### src/mbst_pkg.sv
package mbst_pkg;

  // Field widths fixed by the interface
  localparam int unsigned SIZE_W   = 14;
  localparam int unsigned MARGIN_W = 12;
  localparam int unsigned MASK_W   = 8;
  localparam int unsigned OUT_W    = 14;
  localparam int unsigned CFG_IDX_W = 2;

  // Configuration register indexes
  typedef enum logic [CFG_IDX_W-1:0] {
    REG_FRAME_WIDTH  = 2'd0,
    REG_FRAME_HEIGHT = 2'd1,
    REG_MARGIN_COLS  = 2'd2,
    REG_MARGIN_ROWS  = 2'd3
  } cfg_reg_t;

  // Register reset values
  localparam logic [SIZE_W-1:0]   FRAME_WIDTH_RST  = 14'd4096;
  localparam logic [SIZE_W-1:0]   FRAME_HEIGHT_RST = 14'd4096;
  localparam logic [MARGIN_W-1:0] MARGIN_COLS_RST  = 12'd1000;
  localparam logic [MARGIN_W-1:0] MARGIN_ROWS_RST  = 12'd700;

  // x / 10 == (x * 0xCCCD) >> 19, exact for every 16-bit x
  localparam int unsigned    DIV10_MUL_W = 16;
  localparam logic [15:0]    DIV10_MUL   = 16'hCCCD;
  localparam int unsigned    DIV10_SHIFT = 19;

endpackage

### src/mask_bounding_square_tracker.sv
// Bounding square of the foreground in a raster mask stream.
//
// Input channel: one mask pixel per item (in_mask_value, in_frame_end), in raster
// order. Zero pixels strictly inside the margin window widen a min/max box. An
// item is taken at a clock edge with in_valid high and in_stall low.
// A frame ends on in_frame_end, or when the counters reach the last column of
// the last row of the configured frame size; that item yields one result item.
// Result channel: out_square_x/out_square_y (signed), out_square_side, out_box_found,
// taken when out_valid is high and out_stall low.
// Throughput: one pixel per clock while in_stall is low. The snapshot register
// loads at the edge that takes the frame's last pixel; extents, divide-by-ten
// multiply, padding and squaring follow, each in its own register stage.
// A stalled receiver only backs up that result pipeline; pixels keep flowing
// until it holds results from several frames, and in_stall rises only while
// its first stage is full and cannot move on.
// Configuration: cfg_index/cfg_data written at cfg_valid, always ready; write only
// while idle. Reset (rst_n low, synchronous) restores the register defaults,
// clears the counters, the box and the valid flag of every pipeline stage.
module mask_bounding_square_tracker #(
  parameter int unsigned COORD_BITS = 13
) (
  input  logic                                    clk,
  input  logic                                    rst_n,
  input  logic                                    in_valid,
  output logic                                    in_stall,
  input  logic [mbst_pkg::MASK_W-1:0]             in_mask_value,
  input  logic                                    in_frame_end,
  output logic                                    out_valid,
  input  logic                                    out_stall,
  output logic signed [mbst_pkg::OUT_W-1:0]       out_square_x,
  output logic signed [mbst_pkg::OUT_W-1:0]       out_square_y,
  output logic [mbst_pkg::OUT_W-1:0]              out_square_side,
  output logic                                    out_box_found,
  input  logic                                    cfg_valid,
  output logic                                    cfg_ready,
  input  logic [mbst_pkg::CFG_IDX_W-1:0]          cfg_index,
  input  logic [mbst_pkg::SIZE_W-1:0]             cfg_data
);
  import mbst_pkg::*;

  localparam int unsigned CW = ((COORD_BITS > SIZE_W) ? COORD_BITS : SIZE_W) + 2;
  localparam int unsigned PW = COORD_BITS + DIV10_MUL_W;
  localparam int unsigned QW = PW - DIV10_SHIFT;
  localparam int unsigned RW = COORD_BITS + 3;
  localparam int unsigned EW = (RW > OUT_W) ? RW : OUT_W;

  // Configuration registers
  logic [SIZE_W-1:0]   frame_width_r, frame_height_r;
  logic [MARGIN_W-1:0] margin_cols_r, margin_rows_r;

  assign cfg_ready = 1'b1;

  always_ff @(posedge clk) begin
    if (!rst_n) begin
      frame_width_r  <= FRAME_WIDTH_RST;
      frame_height_r <= FRAME_HEIGHT_RST;
      margin_cols_r  <= MARGIN_COLS_RST;
      margin_rows_r  <= MARGIN_ROWS_RST;
    end else if (cfg_valid && cfg_ready) begin
      unique case (cfg_index)
        REG_FRAME_WIDTH:  frame_width_r  <= cfg_data;
        REG_FRAME_HEIGHT: frame_height_r <= cfg_data;
        REG_MARGIN_COLS:  margin_cols_r  <= cfg_data[MARGIN_W-1:0];
        REG_MARGIN_ROWS:  margin_rows_r  <= cfg_data[MARGIN_W-1:0];
        default: ;
      endcase
    end
  end

  // Frame tracking state
  logic [COORD_BITS-1:0] col_count_r, row_count_r;
  logic [COORD_BITS-1:0] least_col_r, greatest_col_r, least_row_r, greatest_row_r;
  logic                  seen_any_r;
  logic [COORD_BITS-1:0] least_col_nxt, greatest_col_nxt, least_row_nxt, greatest_row_nxt;
  logic                  seen_any_nxt;

  logic                  in_fire, last_col, last_row, frame_done, fg_hit;
  logic [SIZE_W-1:0]     fw_m1, fh_m1;
  logic signed [CW-1:0]  col_s, row_s, col_hi, row_hi;

  assign in_fire = in_valid && !in_stall;
  assign fw_m1   = frame_width_r - SIZE_W'(1);
  assign fh_m1   = frame_height_r - SIZE_W'(1);
  assign last_col = CW'(col_count_r) == CW'(fw_m1);
  assign last_row = CW'(row_count_r) == CW'(fh_m1);
  assign frame_done = in_frame_end || (last_col && last_row);

  // Margin window test, signed so that an empty window admits nothing
  assign col_s  = CW'(col_count_r);
  assign row_s  = CW'(row_count_r);
  assign col_hi = CW'(frame_width_r) - CW'(margin_cols_r);
  assign row_hi = CW'(frame_height_r) - CW'(margin_rows_r);
  assign fg_hit = (in_mask_value == '0) &&
                  (col_s > CW'(margin_cols_r)) && (row_s > CW'(margin_rows_r)) &&
                  (col_s < col_hi) && (row_s < row_hi);

  // Box including the current pixel
  always_comb begin
    least_col_nxt    = least_col_r;
    greatest_col_nxt = greatest_col_r;
    least_row_nxt    = least_row_r;
    greatest_row_nxt = greatest_row_r;
    seen_any_nxt     = seen_any_r;
    if (fg_hit) begin
      if (col_count_r < least_col_r)    least_col_nxt    = col_count_r;
      if (col_count_r > greatest_col_r) greatest_col_nxt = col_count_r;
      if (row_count_r < least_row_r)    least_row_nxt    = row_count_r;
      if (row_count_r > greatest_row_r) greatest_row_nxt = row_count_r;
      seen_any_nxt = 1'b1;
    end
  end

  always_ff @(posedge clk) begin
    if (!rst_n) begin
      col_count_r    <= '0;
      row_count_r    <= '0;
      least_col_r    <= '1;
      greatest_col_r <= '0;
      least_row_r    <= '1;
      greatest_row_r <= '0;
      seen_any_r     <= 1'b0;
    end else if (in_fire) begin
      if (frame_done) begin
        col_count_r    <= '0;
        row_count_r    <= '0;
        least_col_r    <= '1;
        greatest_col_r <= '0;
        least_row_r    <= '1;
        greatest_row_r <= '0;
        seen_any_r     <= 1'b0;
      end else begin
        least_col_r    <= least_col_nxt;
        greatest_col_r <= greatest_col_nxt;
        least_row_r    <= least_row_nxt;
        greatest_row_r <= greatest_row_nxt;
        seen_any_r     <= seen_any_nxt;
        if (last_col) begin
          col_count_r <= '0;
          row_count_r <= row_count_r + COORD_BITS'(1);
        end else begin
          col_count_r <= col_count_r + COORD_BITS'(1);
        end
      end
    end
  end

  // Result pipeline flow control
  logic s1_v_r, s2_v_r, s3_v_r, s4_v_r, out_valid_r;
  logic s1_ld, s2_ld, s3_ld, s4_ld, out_ld;

  assign out_ld = s4_v_r && (!out_valid_r || !out_stall);
  assign s4_ld  = s3_v_r && (!s4_v_r || out_ld);
  assign s3_ld  = s2_v_r && (!s3_v_r || s4_ld);
  assign s2_ld  = s1_v_r && (!s2_v_r || s3_ld);
  assign s1_ld  = in_fire && frame_done;
  assign in_stall = s1_v_r && !s2_ld;

  always_ff @(posedge clk) begin
    if (!rst_n) begin
      s1_v_r      <= 1'b0;
      s2_v_r      <= 1'b0;
      s3_v_r      <= 1'b0;
      s4_v_r      <= 1'b0;
      out_valid_r <= 1'b0;
    end else begin
      s1_v_r      <= (s1_v_r && !s2_ld) || s1_ld;
      s2_v_r      <= (s2_v_r && !s3_ld) || s2_ld;
      s3_v_r      <= (s3_v_r && !s4_ld) || s3_ld;
      s4_v_r      <= (s4_v_r && !out_ld) || s4_ld;
      out_valid_r <= (out_valid_r && out_stall) || out_ld;
    end
  end

  // Stage 1: final box of the frame
  logic [COORD_BITS-1:0] s1_lc_r, s1_gc_r, s1_lr_r, s1_gr_r;
  logic                  s1_found_r;

  always_ff @(posedge clk) begin
    if (s1_ld) begin
      s1_lc_r    <= least_col_nxt;
      s1_gc_r    <= greatest_col_nxt;
      s1_lr_r    <= least_row_nxt;
      s1_gr_r    <= greatest_row_nxt;
      s1_found_r <= seen_any_nxt;
    end
  end

  // Stage 2: extents
  logic [COORD_BITS-1:0] s2_w_r, s2_h_r, s2_lc_r, s2_lr_r;
  logic                  s2_found_r;

  always_ff @(posedge clk) begin
    if (s2_ld) begin
      s2_w_r     <= s1_gc_r - s1_lc_r;
      s2_h_r     <= s1_gr_r - s1_lr_r;
      s2_lc_r    <= s1_lc_r;
      s2_lr_r    <= s1_lr_r;
      s2_found_r <= s1_found_r;
    end
  end

  // Stage 3: tenth of each extent by reciprocal multiply
  logic [PW-1:0]         s3_wp_r, s3_hp_r;
  logic [COORD_BITS-1:0] s3_w_r, s3_h_r, s3_lc_r, s3_lr_r;
  logic                  s3_found_r;

  always_ff @(posedge clk) begin
    if (s3_ld) begin
      s3_wp_r    <= PW'(s2_w_r) * PW'(DIV10_MUL);
      s3_hp_r    <= PW'(s2_h_r) * PW'(DIV10_MUL);
      s3_w_r     <= s2_w_r;
      s3_h_r     <= s2_h_r;
      s3_lc_r    <= s2_lc_r;
      s3_lr_r    <= s2_lr_r;
      s3_found_r <= s2_found_r;
    end
  end

  // Stage 4: padded extents and padded origin
  logic [QW-1:0]         wq, hq;
  logic signed [RW-1:0]  s4_pw_r, s4_ph_r, s4_x0_r, s4_y0_r;
  logic                  s4_found_r;

  assign wq = s3_wp_r[PW-1:DIV10_SHIFT];
  assign hq = s3_hp_r[PW-1:DIV10_SHIFT];

  always_ff @(posedge clk) begin
    if (s4_ld) begin
      s4_pw_r    <= RW'(s3_w_r) + RW'({wq, 1'b0});
      s4_ph_r    <= RW'(s3_h_r) + RW'({hq, 1'b0});
      s4_x0_r    <= RW'(s3_lc_r) - RW'(wq);
      s4_y0_r    <= RW'(s3_lr_r) - RW'(hq);
      s4_found_r <= s3_found_r;
    end
  end

  // Output stage: center the shorter side
  logic signed [RW-1:0] d_wh, d_hw, sq_x, sq_y, sq_side;
  logic signed [EW-1:0] sq_x_e, sq_y_e, sq_side_e;
  logic signed [OUT_W-1:0] out_x_r, out_y_r;
  logic [OUT_W-1:0]        out_side_r;
  logic                    out_found_r;

  assign d_wh = s4_pw_r - s4_ph_r;
  assign d_hw = s4_ph_r - s4_pw_r;

  always_comb begin
    if (!d_wh[RW-1]) begin
      sq_side = s4_pw_r;
      sq_x    = s4_x0_r;
      sq_y    = s4_y0_r - (d_wh >>> 1);
    end else begin
      sq_side = s4_ph_r;
      sq_x    = s4_x0_r - (d_hw >>> 1);
      sq_y    = s4_y0_r;
    end
  end

  assign sq_x_e    = EW'(sq_x);
  assign sq_y_e    = EW'(sq_y);
  assign sq_side_e = EW'(sq_side);

  always_ff @(posedge clk) begin
    if (out_ld) begin
      out_found_r <= s4_found_r;
      if (s4_found_r) begin
        out_x_r    <= sq_x_e[OUT_W-1:0];
        out_y_r    <= sq_y_e[OUT_W-1:0];
        out_side_r <= sq_side_e[OUT_W-1:0];
      end else begin
        out_x_r    <= '0;
        out_y_r    <= '0;
        out_side_r <= '0;
      end
    end
  end

  assign out_valid       = out_valid_r;
  assign out_square_x    = out_x_r;
  assign out_square_y    = out_y_r;
  assign out_square_side = out_side_r;
  assign out_box_found   = out_found_r;

  // Checks
  a_done_snapshots: assert property (@(posedge clk) disable iff (!rst_n)
    (in_fire && frame_done) |=> s1_v_r)
    else $error("frame end did not reach the result pipeline");

  a_frame_clears: assert property (@(posedge clk) disable iff (!rst_n)
    (in_fire && frame_done) |=> (col_count_r == '0 && row_count_r == '0 && !seen_any_r))
    else $error("frame state not cleared after frame end");

  a_box_ordered: assert property (@(posedge clk) disable iff (!rst_n)
    seen_any_r |-> (least_col_r <= greatest_col_r && least_row_r <= greatest_row_r))
    else $error("box bounds out of order");

  a_empty_result: assert property (@(posedge clk) disable iff (!rst_n)
    (out_valid && !out_box_found) |-> (out_square_side == '0 && out_square_x == '0))
    else $error("result without foreground is not zero");

  a_stall_only_full: assert property (@(posedge clk) disable iff (!rst_n)
    in_stall |-> (s1_v_r && s2_v_r && s3_v_r && s4_v_r && out_valid_r))
    else $error("input stalled while result pipeline has room");

endmodule

### config.mk
export PLATFORM = sky130hd
export DESIGN_NAME = mask_bounding_square_tracker
export DESIGN_NICKNAME = d
export VERILOG_FILES = /design/src/mbst_pkg.sv /design/src/mask_bounding_square_tracker.sv
export SDC_FILE = /design/constraint.sdc
export NUM_CORES = 1
export LEC_CHECK = 0
export ABC_AREA = 1
export BUFFER_PORTS_ARGS = -buffer_cell sky130_fd_sc_hd__buf_2
export CAP_MARGIN = 10
export CORE_UTILIZATION = 34
export DETAILED_ROUTE_END_ITERATION = 8
export SYNTH_ARGS = -nofsm -noshare
export SYNTH_HDL_FRONTEND = slang
export SYNTH_SLANG_ARGS = --single-unit
### constraint.sdc
create_clock -name clk -period 4.3 [get_ports clk]
set_input_delay 0.215 -clock clk [delete_from_list [all_inputs] [get_ports clk]]
set_output_delay 0.215 -clock clk [all_outputs]
set_load 0.01 [all_outputs]
==> run metrics <==
switch share=34.2%; final worst clock skew=0.0209 ns; smallest setup slack after layout=-0.157 ns; max-capacitance violation count=0; final layout net count=4478; critical path class=reg -> reg; IO Pins=76; Slew HR=29.5%; CTS sink cnt=415; sequential cell fraction of total power=32.0%; die width=307 um; largest vdd supply drop=0.000300 V; critical path's top delay family=adder cells; CP cell instances=buf_6 -> ha_4 -> inv_2 -> fa_2 -> inv_2 -> fa_1 -> inv_1 -> fa_2 -> fa_1 -> inv_2 -> ha_4 -> buf_4 -> nand2_1 -> nor2_2 -> nand3_1 -> o211ai_1 -> nand2_1 -> nand2_1 -> xor2_1; leakage power=17.2 nW; DP HPWL=61300 um; via count of the first global-routing pass=23600; wire length of the first global-routing pass=126000 um; fin util=40.3%; Critical Path Slowest Stage Cell=sky130_fd_sc_hd__fa_1; via count of the routed design=25000; die height=307 um; Power Internal=0.00935 W; clock transition at the registers of the reported paths=0.06 ns; total CTS buffers=45; Root Buffer=sky130_fd_sc_hd__clkbuf_16; Yosys reg bits=415; share of the clock period used by the worst path after layout=104%; proportion of synthesized chip area in sequential cells=35.1%; floorplan die area=94200 um2; time the final worst path needs with I/O delays and setup=4.46 ns; Final setup violation count=13; clock insertion delay at the later pin of the skew report=0.59 ns; antenna diode count=0; peak fanout along the critical path=3; GRT overflow=0; Yosys cell types=58; clock tree buffer depth=3; Peak Freq=224 MHz; count of port buffers added during placement=74; Post-Synthesis Cell Area=31600 um2; total negative slack for setup checks=-1.07 ns; RSZ-0062 raised after global routing=true; initial antenna violation count=0; Final Hold Fails=0; placer congestion estimate=0.916; power density of the placed cells=384 nW/um2; residual DRC count=0; effective utilization at floorplan=34.4%; fraction of power consumed by the clock network=29.1%; sort of element at the start of the critical path=register; number of iterations in the first detailed-routing pass=7; wire per inst=15.2 um; Tot GR Track Use=16.7%; largest net degree at the start of global routing=60; number of DRC markers in iteration 0=1445; failing checks=negative setup slack; total wirelength of the detailed-routed design=79400 um; Worst Path Required=4.64 ns; number of filler instances in the final layout=9128; net count after synthesis=4256; slew at the pin closest to its max-slew limit=1.06 ns; mean instance size in the synthesized netlist=8.51 um2; HP Class=in -> reg; net switching power=0.00486 W; share of layout cells above drive strength 1=13.3%; deepest level of the CTS H-tree=2; standard-cell row count=111; total power=0.0142 W; number of vias per cell after detailed routing=4.79; arrival time worst endpoint=4.80 ns; layout overhead on the synthesized area=17.2%; pre-CTS worst setup slack=-0.228 ns; Synthesis Warnings=0; maximum cell stage delay along the critical path=0.53 ns; Bufs and invs on worst path=6; CTS tree=done; outcome=finished, violations left; logic gate share of total power=38.9%; Core Region=91800 um2; Cells after Synth=3712; Routed Antenna Nets=0; Slew Limit Fails=0; sort of element at the end of the critical path=register
-- power groups by stage --
| stage | Sequential, W | Clock [W] | Combinational (W) |
|---|---|---|---|
| after floorplan | 0.00460 | 0 | 0.00290 |
| final | 0.00455 | 0.00413 | 0.00553 |
| after detailed placement | 0.00463 | 0 | 0.00425 |
| after global routing | 0.00456 | 0.00437 | 0.00613 |
| after CTS | 0.00455 | 0.00423 | 0.00476 |
| after global placement | 0.00463 | 0 | 0.00423 |
-- final timing paths --
check,cells past startpoint,slack [ns],startpoint,to
setup / recovery,19,-0.16,s2_w_r[11]$_DFFE_PP_,s3_wp_r[24]$_DFFE_PP_
setup reg to reg,19,-0.16,s2_w_r[11]$_DFFE_PP_,s3_wp_r[24]$_DFFE_PP_
hold reg to reg,0,0.41,s2_lc_r[3]$_DFFE_PP_,s3_lc_r[3]$_DFFE_PP_
hold / removal,3,0.06,cfg_data[1],frame_height_r[1]$_SDFFE_PN0P_
-- cell usage in the layout (no fill, tap or decap), types with 56 or more instances in the layout --
master                       n
sky130_fd_sc_hd__nand4_1    56
sky130_fd_sc_hd__ha_1      378
sky130_fd_sc_hd__dfxtp_1   136
sky130_fd_sc_hd__a21oi_1   299
sky130_fd_sc_hd__buf_4     150
sky130_fd_sc_hd__nor2_1    211
sky130_fd_sc_hd__edfxtp_1  279
sky130_fd_sc_hd__xor2_1    127
sky130_fd_sc_hd__fa_1       97
sky130_fd_sc_hd__nand3_1   131
sky130_fd_sc_hd__o21ai_0   206
sky130_fd_sc_hd__inv_1     545
sky130_fd_sc_hd__buf_2      74
sky130_fd_sc_hd__nand2_1   746
sky130_fd_sc_hd__xnor2_1    61
-- sequential cells by signal, summed over array words and instances (netlist names), 14 cells and up --
signal / count
out_square_side: 14
frame_height_r: 14
out_square_y: 14
frame_width_r: 14
s4_y0_r: 14
s4_ph_r: 14
s4_x0_r: 14
out_square_x: 14
s4_pw_r: 14
-- logic make-up after synthesis --
kind of cell	count (synthesis)	synth area share, %
adder cells (fa/ha/maj)	514	22.9
flip-flops	415	35.1
AND/OR/NAND/NOR	1292	17.7
other	1	0.0119
XOR/XNOR	188	5.21
buffers and inverters	665	8.17
AO/OA/AOI/OAI	637	10.9
-- layer usage --
layer,vias up,wire (um),GRT usage [%]
met3,115,3130,1.73
met2,531,36300,27.6
li1,12800,-,-
met4,0,1930,4.30
met5,-,0,0
met1,11500,38100,23.1
-- what timing repair did --
item | CTS | global route
hold buffers | 14 | 0
resized for setup | 74 | 111
setup buffers | 21 | 11
endpoints found under the hold margin | 35 | 0
endpoints found under the setup margin | 20 | 23
pin swaps | 45 | 65
-- worst register-to-register path: cells and delay by family, from the launching register on --
family                     cells  cell delay, ns
buffers and inverters          6            0.50
xor gates and xnor gates       1            0.06
and+or+nand+nor                5            0.50
AOI/OAI and AO/OA              1            0.24
DFF                            1            0.47
adders and majority gates      6            2.45
-- synth_stat cells (all sizes together) --
| cell | n | area [um2] |
|---|---|---|
| nand4 | 57 | 363 |
| xnor2 | 61 | 534 |
| nand2 | 776 | 2950 |
| o211ai | 12 | 90.1 |
| xor2 | 127 | 1110 |
| and3 | 2 | 12.5 |
| dfxtp | 136 | 2720 |
| o2111ai | 1 | 8.76 |
| o21bai | 7 | 52.6 |
| clkbuf | 47 | 178 |
| o311ai | 2 | 17.5 |
| conb | 1 | 3.75 |
| nor4 | 8 | 50.1 |
| o21a | 9 | 67.6 |
| nand3 | 162 | 943 |
| o21ai | 220 | 1100 |
| a221oi | 3 | 26.3 |
| edfxtp | 279 | 8380 |
| nor2 | 236 | 971 |
| a21oi | 322 | 1630 |
| fa | 108 | 2160 |
| o31ai | 1 | 7.51 |
| a211oi | 10 | 75.1 |
| nand3b | 5 | 37.5 |
| o221ai | 7 | 61.3 |
| o31a | 1 | 8.76 |
| o211a | 2 | 20.0 |
| a21boi | 3 | 22.5 |
| a211o | 1 | 8.76 |
| or2 | 7 | 43.8 |
| ha | 406 | 5080 |
| a21o | 17 | 128 |
| clkinv | 4 | 15.0 |
| nor3 | 32 | 160 |
| o221a | 1 | 11.3 |
| nor2b | 1 | 6.26 |
| inv | 584 | 2190 |
| buf | 30 | 194 |
| a31oi | 18 | 113 |
| nor3b | 6 | 45.0 |
-- stage by stage --
step	hold slack, ns	cells	cell area (um2)
detailed placement	0.405	5086	34300
finish	0.0578	5214	37000
global placement	0.402	5086	34300
floorplan	0.341	3712	31700
CTS	0.0254	5204	36500
global route	0.0535	5214	37000
-- final cells by class --
type | count | area [um2] | share of cell area, %
Clock buffer | 59 | 1230 | 3.32
Clock inverter | 25 | 342 | 0.922
Inverter | 588 | 2210 | 5.97
Multi-Input combinational cell | 2632 | 18800 | 50.7
Sequential cell | 415 | 11100 | 30.0
Tap cell | 1243 | 1560 | 4.20
Timing Repair Buffer | 252 | 1810 | 4.89
Power figures use the tool's default switching activity.
